File: config.mk
export PLATFORM = sky130hd
export DESIGN_NAME = key_value_record_tokenizer
export DESIGN_NICKNAME = d
export VERILOG_FILES = /design/src/sv/kvrt_pkg.sv /design/src/sv/key_value_record_tokenizer.sv
export SDC_FILE = /design/constraint.sdc
export NUM_CORES = 1
export LEC_CHECK = 0
export BUFFER_PORTS_ARGS = -buffer_cell sky130_fd_sc_hd__buf_2
export CAP_MARGIN = 20
export CELL_PAD_IN_SITES_DETAIL_PLACEMENT = 2
export CELL_PAD_IN_SITES_GLOBAL_PLACEMENT = 2
export CORE_MARGIN = 2
export CORE_UTILIZATION = 32
export CTS_BUF_LIST = sky130_fd_sc_hd__clkbuf_4 sky130_fd_sc_hd__clkbuf_8
export DETAILED_ROUTE_END_ITERATION = 10
export GPL_TIMING_DRIVEN = 1
export PLACE_DENSITY = 0.87
export SLEW_MARGIN = 20
export SYNTH_ARGS = -nofsm -noshare
export SYNTH_HDL_FRONTEND = slang
export SYNTH_SLANG_ARGS = --single-unit
File: constraint.sdc
create_clock -name clk -period 2.2 [get_ports clk]
set_input_delay 0.22 -clock clk [delete_from_list [all_inputs] [get_ports clk]]
set_output_delay 0.22 -clock clk [all_outputs]
set_load 0.02 [all_outputs]
File: src/sv/kvrt_pkg.sv
// ----------------------------------------------------------------------------
// kvrt_pkg
// Shared types and constants for the key/value record tokenizer.
// ----------------------------------------------------------------------------
`default_nettype none

package kvrt_pkg;

  // Parser phase. Codes outside the list are treated as searching.
  typedef enum logic [2:0] {
    PH_SEARCH = 3'd0,
    PH_NAME   = 3'd1,
    PH_VSTART = 3'd2,
    PH_QUOTED = 3'd3,
    PH_ESCAPE = 3'd4,
    PH_DIGITS = 3'd5
  } phase_t;

  // Result kinds carried on out_kind.
  localparam logic [2:0] K_NAME    = 3'd0;
  localparam logic [2:0] K_VALUE   = 3'd1;
  localparam logic [2:0] K_END_NOV = 3'd2;
  localparam logic [2:0] K_END_VAL = 3'd3;
  localparam logic [2:0] K_FMT_ERR = 3'd4;
  localparam logic [2:0] K_ESC_ERR = 3'd5;

  // Input kinds.
  localparam logic IN_BYTE = 1'b0;
  localparam logic IN_EOF  = 1'b1;

  // Characters the parser compares against.
  localparam logic [7:0] CH_LF     = 8'h0A;
  localparam logic [7:0] CH_CR     = 8'h0D;
  localparam logic [7:0] CH_TAB    = 8'h09;
  localparam logic [7:0] CH_SP     = 8'h20;
  localparam logic [7:0] CH_QUOTE  = 8'h22;
  localparam logic [7:0] CH_EQ     = 8'h3D;
  localparam logic [7:0] CH_BSLASH = 8'h5C;
  localparam logic [7:0] CH_D0     = 8'h30;
  localparam logic [7:0] CH_D9     = 8'h39;

endpackage

`default_nettype wire

File: src/sv/key_value_record_tokenizer.sv
// ----------------------------------------------------------------------------
// key_value_record_tokenizer
// Splits a settings text byte stream into name and value tokens, record ends
// and error markers.
// ----------------------------------------------------------------------------
//
//   channel  handshake             payload
//   -------  --------------------  -----------------------
//   input    in_valid / in_ready   kind, in_byte
//   output   out_valid / out_ready out_kind, out_byte
//
// An item is registered on acceptance and parsed from the input register; its
// result (if any) lands in the output register. One item per cycle is sustained
// unless the output stalls; the single phase register is the only state carried
// from item to item. Items that give no result are consumed silently. rst
// clears the phase and both valid flags. A stall on the output holds the
// registered input item; in_ready drops only while that item waits.
// ----------------------------------------------------------------------------
`default_nettype none

module key_value_record_tokenizer (
  input  wire logic       clk,
  input  wire logic       rst,
  input  wire logic       in_valid,
  output logic            in_ready,
  input  wire logic       kind,
  input  wire logic [7:0] in_byte,
  output logic            out_valid,
  input  wire logic       out_ready,
  output logic [2:0]      out_kind,
  output logic [7:0]      out_byte
);
  import kvrt_pkg::*;

  // Input register.
  logic       hold_valid;
  logic       hold_kind;
  logic [7:0] hold_byte;

  // Parser state.
  phase_t phase;
  phase_t phase_next;

  // Result of the item in the input register.
  logic       res_valid;
  logic [2:0] res_kind;
  logic [7:0] res_byte;

  logic advance;
  logic is_digit;

  // The held item moves on when the output slot is free or being drained.
  assign advance  = hold_valid && (!out_valid || out_ready);
  assign in_ready = !hold_valid || advance;
  assign is_digit = (hold_byte >= CH_D0) && (hold_byte <= CH_D9);

  // Input register.
  always_ff @(posedge clk) begin
    if (rst) begin
      hold_valid <= 1'b0;
    end else if (in_ready) begin
      hold_valid <= in_valid;
    end
    if (in_valid && in_ready) begin
      hold_kind <= kind;
      hold_byte <= in_byte;
    end
  end

  // Next phase.
  always_comb begin
    phase_next = phase;
    if (hold_kind == IN_EOF) begin
      phase_next = PH_SEARCH;
    end else begin
      unique case (phase) inside
        PH_NAME: begin
          if (hold_byte == CH_SP || hold_byte == CH_TAB ||
              hold_byte == CH_LF || hold_byte == CH_CR) begin
            phase_next = PH_SEARCH;
          end else if (hold_byte == CH_EQ) begin
            phase_next = PH_VSTART;
          end
        end
        PH_VSTART, PH_DIGITS: begin
          if (phase == PH_VSTART && hold_byte == CH_QUOTE) begin
            phase_next = PH_QUOTED;
          end else if (hold_byte == CH_LF) begin
            phase_next = PH_SEARCH;
          end else if (hold_byte == CH_CR || is_digit) begin
            phase_next = PH_DIGITS;
          end else begin
            phase_next = PH_SEARCH;
          end
        end
        PH_QUOTED: begin
          if (hold_byte == CH_QUOTE) begin
            phase_next = PH_SEARCH;
          end else if (hold_byte == CH_BSLASH) begin
            phase_next = PH_ESCAPE;
          end
        end
        PH_ESCAPE: begin
          if (hold_byte == CH_QUOTE || hold_byte == CH_BSLASH) begin
            phase_next = PH_QUOTED;
          end else begin
            phase_next = PH_SEARCH;
          end
        end
        default: begin
          if (hold_byte == CH_LF || hold_byte == CH_CR ||
              hold_byte == CH_SP || hold_byte == CH_QUOTE) begin
            phase_next = PH_SEARCH;
          end else begin
            phase_next = PH_NAME;
          end
        end
      endcase
    end
  end

  // Result of the held item.
  always_comb begin
    res_valid = 1'b1;
    res_kind  = K_FMT_ERR;
    res_byte  = 8'h00;
    if (hold_kind == IN_EOF) begin
      res_valid = (phase == PH_NAME) || (phase == PH_VSTART) ||
                  (phase == PH_QUOTED) || (phase == PH_ESCAPE) ||
                  (phase == PH_DIGITS);
    end else begin
      unique case (phase) inside
        PH_NAME: begin
          if (hold_byte == CH_SP || hold_byte == CH_TAB) begin
            res_kind = K_FMT_ERR;
          end else if (hold_byte == CH_LF || hold_byte == CH_CR) begin
            res_kind = K_END_NOV;
          end else if (hold_byte == CH_EQ) begin
            res_valid = 1'b0;
          end else begin
            res_kind = K_NAME;
            res_byte = hold_byte;
          end
        end
        PH_VSTART, PH_DIGITS: begin
          if (phase == PH_VSTART && hold_byte == CH_QUOTE) begin
            res_valid = 1'b0;
          end else if (hold_byte == CH_LF) begin
            res_kind = K_END_VAL;
          end else if (hold_byte == CH_CR) begin
            res_valid = 1'b0;
          end else if (is_digit) begin
            res_kind = K_VALUE;
            res_byte = hold_byte;
          end else begin
            res_kind = K_FMT_ERR;
          end
        end
        PH_QUOTED: begin
          if (hold_byte == CH_QUOTE) begin
            res_kind = K_END_VAL;
          end else if (hold_byte == CH_BSLASH) begin
            res_valid = 1'b0;
          end else begin
            res_kind = K_VALUE;
            res_byte = hold_byte;
          end
        end
        PH_ESCAPE: begin
          if (hold_byte == CH_QUOTE || hold_byte == CH_BSLASH) begin
            res_kind = K_VALUE;
            res_byte = hold_byte;
          end else begin
            res_kind = K_ESC_ERR;
          end
        end
        default: begin
          if (hold_byte == CH_LF || hold_byte == CH_CR ||
              hold_byte == CH_SP || hold_byte == CH_QUOTE) begin
            res_valid = 1'b0;
          end else begin
            res_kind = K_NAME;
            res_byte = hold_byte;
          end
        end
      endcase
    end
  end

  // Phase register and output register.
  always_ff @(posedge clk) begin
    if (rst) begin
      phase     <= PH_SEARCH;
      out_valid <= 1'b0;
    end else begin
      if (advance) begin
        phase <= phase_next;
      end
      if (advance) begin
        out_valid <= res_valid;
      end else if (out_ready) begin
        out_valid <= 1'b0;
      end
    end
    if (advance && res_valid) begin
      out_kind <= res_kind;
      out_byte <= res_byte;
    end
  end

endmodule

`default_nettype wire

==> metrics.md <==
| Metric | Value |
|---|---|
| R2r setup slk | `-200 ps` |
| Capture point of the critical path | `out_kind[1]$_SDFFCE_PP0P_` |
| Primary FF master, synth | `edfxtp_1` |
| Post-synthesis register bit count | `25` |
| Cell Chain, Critical Path | `or4bb_4 -> nor2_2 -> o21ai_1 -> a221oi_2 -> buf_4 -> nor3_4 -> buf_12` |
| Total met3 wirelength after detailed routing | `412 um` |
| Type of element launching the critical path | `flip-flop` |
| Number of hold violations in the final report | `0` |
| Critical Path Stages | `7` |
| Cell family with the largest share of critical-path delay | `simple AND/OR/NAND/NOR gates` |
| Total Wirelength | `between 7000 and 8000 um` |
| Worst-path fanout max | `11` |
| Cell-internal power | `approximately 0.00077 W` |
| Beginning of the critical path | `hold_byte[5]$_DFFE_PP_` |
| GRT Util Overall | `0.254` |
| Drt first-iter violations | `between 100 and 150` |
| Failing checks | `negative setup slack` |
| VDD IR-drop max | `approximately 0.00032 V` |
| Number of cells traversed by the worst register-to-register path | `7` |
| Leakage dissipation | `a little over 0.9 nW` |
| Final worst-path setup slack | `-198 ps` |
| PortBufs | `25` |
| Reg power frac | `0.507` |
| Remaining antenna violation count after routing | `0` |
| CTS root buffer | `clkbuf_8` |
| Vias/cell | `around 6.1` |
| Uppermost signal routing layer after detailed routing | `met4` |
| Sink count of the clock tree | `25` |
| Critical Setup Path Class | `flip-flop to flip-flop` |
| Part of the total power dissipated in combinational logic | `0.217` |
| Total via count in the routed design | `1,718` |
| Switching share of power | `0.302` |
| CTS tree | `yes` |
| Clk_skew | `6.58 ps` |
| Post-cts hold buffer count | `0` |
| Endpoint arrival time on the critical path | `about 2500 ps` |
| Fraction of layout instances using a drive strength above 1 | `0.469` |
| Sequential fraction of the synthesis area | `0.458` |
| Placer Congestion | `between 0.9 and 1` |
| Vias in the first global route | `1,862` |
| Status | `complete, but fails checks` |
| Pre-Repair DR Iteration Count | `4` |
| Antenna violations before repair | `0` |
| Origin of the critical flop-to-flop path | `hold_byte[5]$_DFFE_PP_` |
| Data required time at the worst endpoint | `between 2000 and 2500 ps` |
| Critical Path Sink Type | `flip-flop` |
| Clock Power Share | `0.276` |
| Slew of the pin with the lowest slew margin | `511 ps` |
| Switching power total | `roughly 0.00033 W` |
| Core footprint | `4660 um^2` |
| Final max-slew violation count | `0` |
| Max transition margin | `0.659` |
| Clock latency on the worst-skew pair | `approximately 290 ps` |
| Setup violation total in the final timing report | `22` |
| Setup Slack @ Placement | `-137 ps` |
| Total power after layout | `0.00110 W` |
| Average size of a mapped cell | `a little under 10 um^2` |
| Vertical die dimension | `around 73 um` |
| Area of the mapped netlist | `about 1500 um^2` |
| H-tree depth | `1` |
| Async set-or-reset flop fraction in the synthesized netlist | `0` |
| Cts bufs inserted | `3` |
| Wire length on met2 | `approximately 3900 um` |
| Fin crit share | `1.09` |
| Clock period minus final worst setup slack | `roughly 2400 ps` |
| Overflow left after global routing | `0` |
| Maximum clock path buffer count | `2` |
| ANT cells | `0` |
| Placed wire-length estimate | `about 4500 um` |
| Number of nets in the synthesized netlist | `roughly 170` |
| Critical Path Max Stage Delay | `around 630 ps` |
| Final nets | `240` |
| Initial cell density of the core | `0.329` |
| First-pass GRT wire length | `between 10,000 and 15,000 um` |
| Worst min path class | `input port to flip-flop` |
| Area overhead of the layout relative to synthesis | `47.1%` |
| Num ports | `26` |
| Library cells used by synthesis | `51` |
| Power per cell area | `a little under 500 nW/um^2` |
| Reported max-cap violation count | `0` |
| Number of buffer and inverter stages on the critical path | `2` |
| Post-route DRC | `0` |
| Highest achievable clock rate | `roughly 420 MHz` |
| Capture instance of the worst register-to-register path | `out_kind[1]$_SDFFCE_PP0P_` |
| Number of enable-type register cells in the synthesized netlist | `20` |
| Overall die width | `between 70 and 80 um` |
| Number of cell rows | `25` |
| Detailed-routing wirelength on met1 | `around 2900 um` |
| Avg WL per Cell | `around 27 um` |
| Maximum number of pins on one net before global-route repair | `15` |
| Slowest cell on the critical path | `or4bb_4` |
| RSZ-0062 raised after global routing | `true` |
| Area of the die | `around 5400 um^2` |
| Number of cells produced by synthesis | `approximately 160` |
| Count of warnings emitted by yosys | `0` |
| Clock slew seen by the registers of the worst setup and hold paths | `around 100 ps` |
[power groups by stage]
stage          Combinational [W]  Sequential (W)  Clock (W)
6_report                0.000238        0.000556   0.000302
5_1_grt                 0.000250        0.000558   0.000314
4_1_cts                 0.000202        0.000551   0.000296
3_5_place_dp            0.000174        0.000563          0
3_3_place_gp            0.000161        0.000560          0
2_1_floorplan          0.0000885        0.000567          0
[final cells by class]
cell class	instances	area [um^2]
repair buffers	74	518
clock inverters	1	5.00
inverters	2	7.51
fillers	482	2410
clock buffers	3	41.3
well taps	54	67.6
multi-input cells	121	912
flip-flops and latches	25	701
[kinds of logic (layout without fill, tap and decap cells)]
family          Yosys count  after routing  synth area share
compound gates           47             47             0.240
buf+inv                  10             80            0.0310
flops                    25             25             0.458
simple gates             74             74             0.271
[layer usage]
metal / track usage / up-vias
met4: 0.0967 / 0
met3: 0.0483 / 24
li1: - / 746
met5: 0 / -
met1: 0.305 / 852
met2: 0.445 / 96
[synth_stat cells (all sizes together) (3+ instances only)]
library cell	count	area, um^2
a21oi	16	80.1
buf	3	21.3
clkbuf	5	18.8
dfxtp	5	100
edfxtp	20	601
nand2	18	67.6
nand2b	5	31.3
nand3	4	20.0
nand4	3	18.8
nor2	13	48.8
nor2b	4	25.0
nor3	6	30.0
nor3b	3	22.5
o211ai	3	22.5
o21ai	4	20.0
o41ai	3	60.1
or2	3	21.3
[worst min-delay path by stage]
stage / startpoint / endpoint / slack (ps) / cells past startpoint
after global placement: kind / hold_kind$_DFFE_PP_ / 400 / 1
final: in_byte[0] / hold_byte[0]$_DFFE_PP_ / 90 / 1
after detailed placement: kind / hold_kind$_DFFE_PP_ / 400 / 1
after CTS: kind / hold_kind$_DFFE_PP_ / 110 / 1
after floorplan: rst / phase[2]$_SDFFE_PP0P_ / 290 / 1
after global routing: in_byte[0] / hold_byte[0]$_DFFE_PP_ / 100 / 1
[flip-flops by register name, summed over array words and instances (netlist names)]
| signal | count |
|---|---|
| phase | 3 |
| hold_valid | 1 |
| hold_kind | 1 |
| out_byte | 8 |
| out_valid | 1 |
| out_kind | 3 |
| hold_byte | 8 |
[metrics by stage]
step           std cells  utilization  instance area, um^2  hold WS [ps]  TNS (ps)
2_1_floorplan        156            -                 1540           289         0
3_3_place_gp         259        0.417                 1940           397     -49.9
3_5_place_dp         259        0.417                 1940           399     -2210
4_1_cts              274        0.460                 2140           106         0
5_1_grt              280        0.483                 2250          97.4     -3320
6_report             280        0.483                 2250          91.7     -2610
[timing repair]
action | in CTS | in global routing
hold endpoints to repair | 0 | 0
resized for setup | 13 | 14
setup endpoints to repair | 20 | 25
setup buffers | 11 | 6
pin swaps | 6 | 6
[cells in the final DEF, fill, tap and decap left out, types with 5 or more instances in the layout]
cell type,count
dfxtp_1,5
buf_2,25
nor2_1,9
edfxtp_1,20
nand2_1,18
buf_4,47
a21oi_1,12
nand2b_1,5
nor3_1,5
[worst register-to-register path: cells and delay by family (launching register included)]
family,cells,cell delay (ps)
compound gates,2,510
buf+inv,2,340
flops,1,490
simple gates,3,840
No activity file was read; power rests on OpenSTA's default activity.
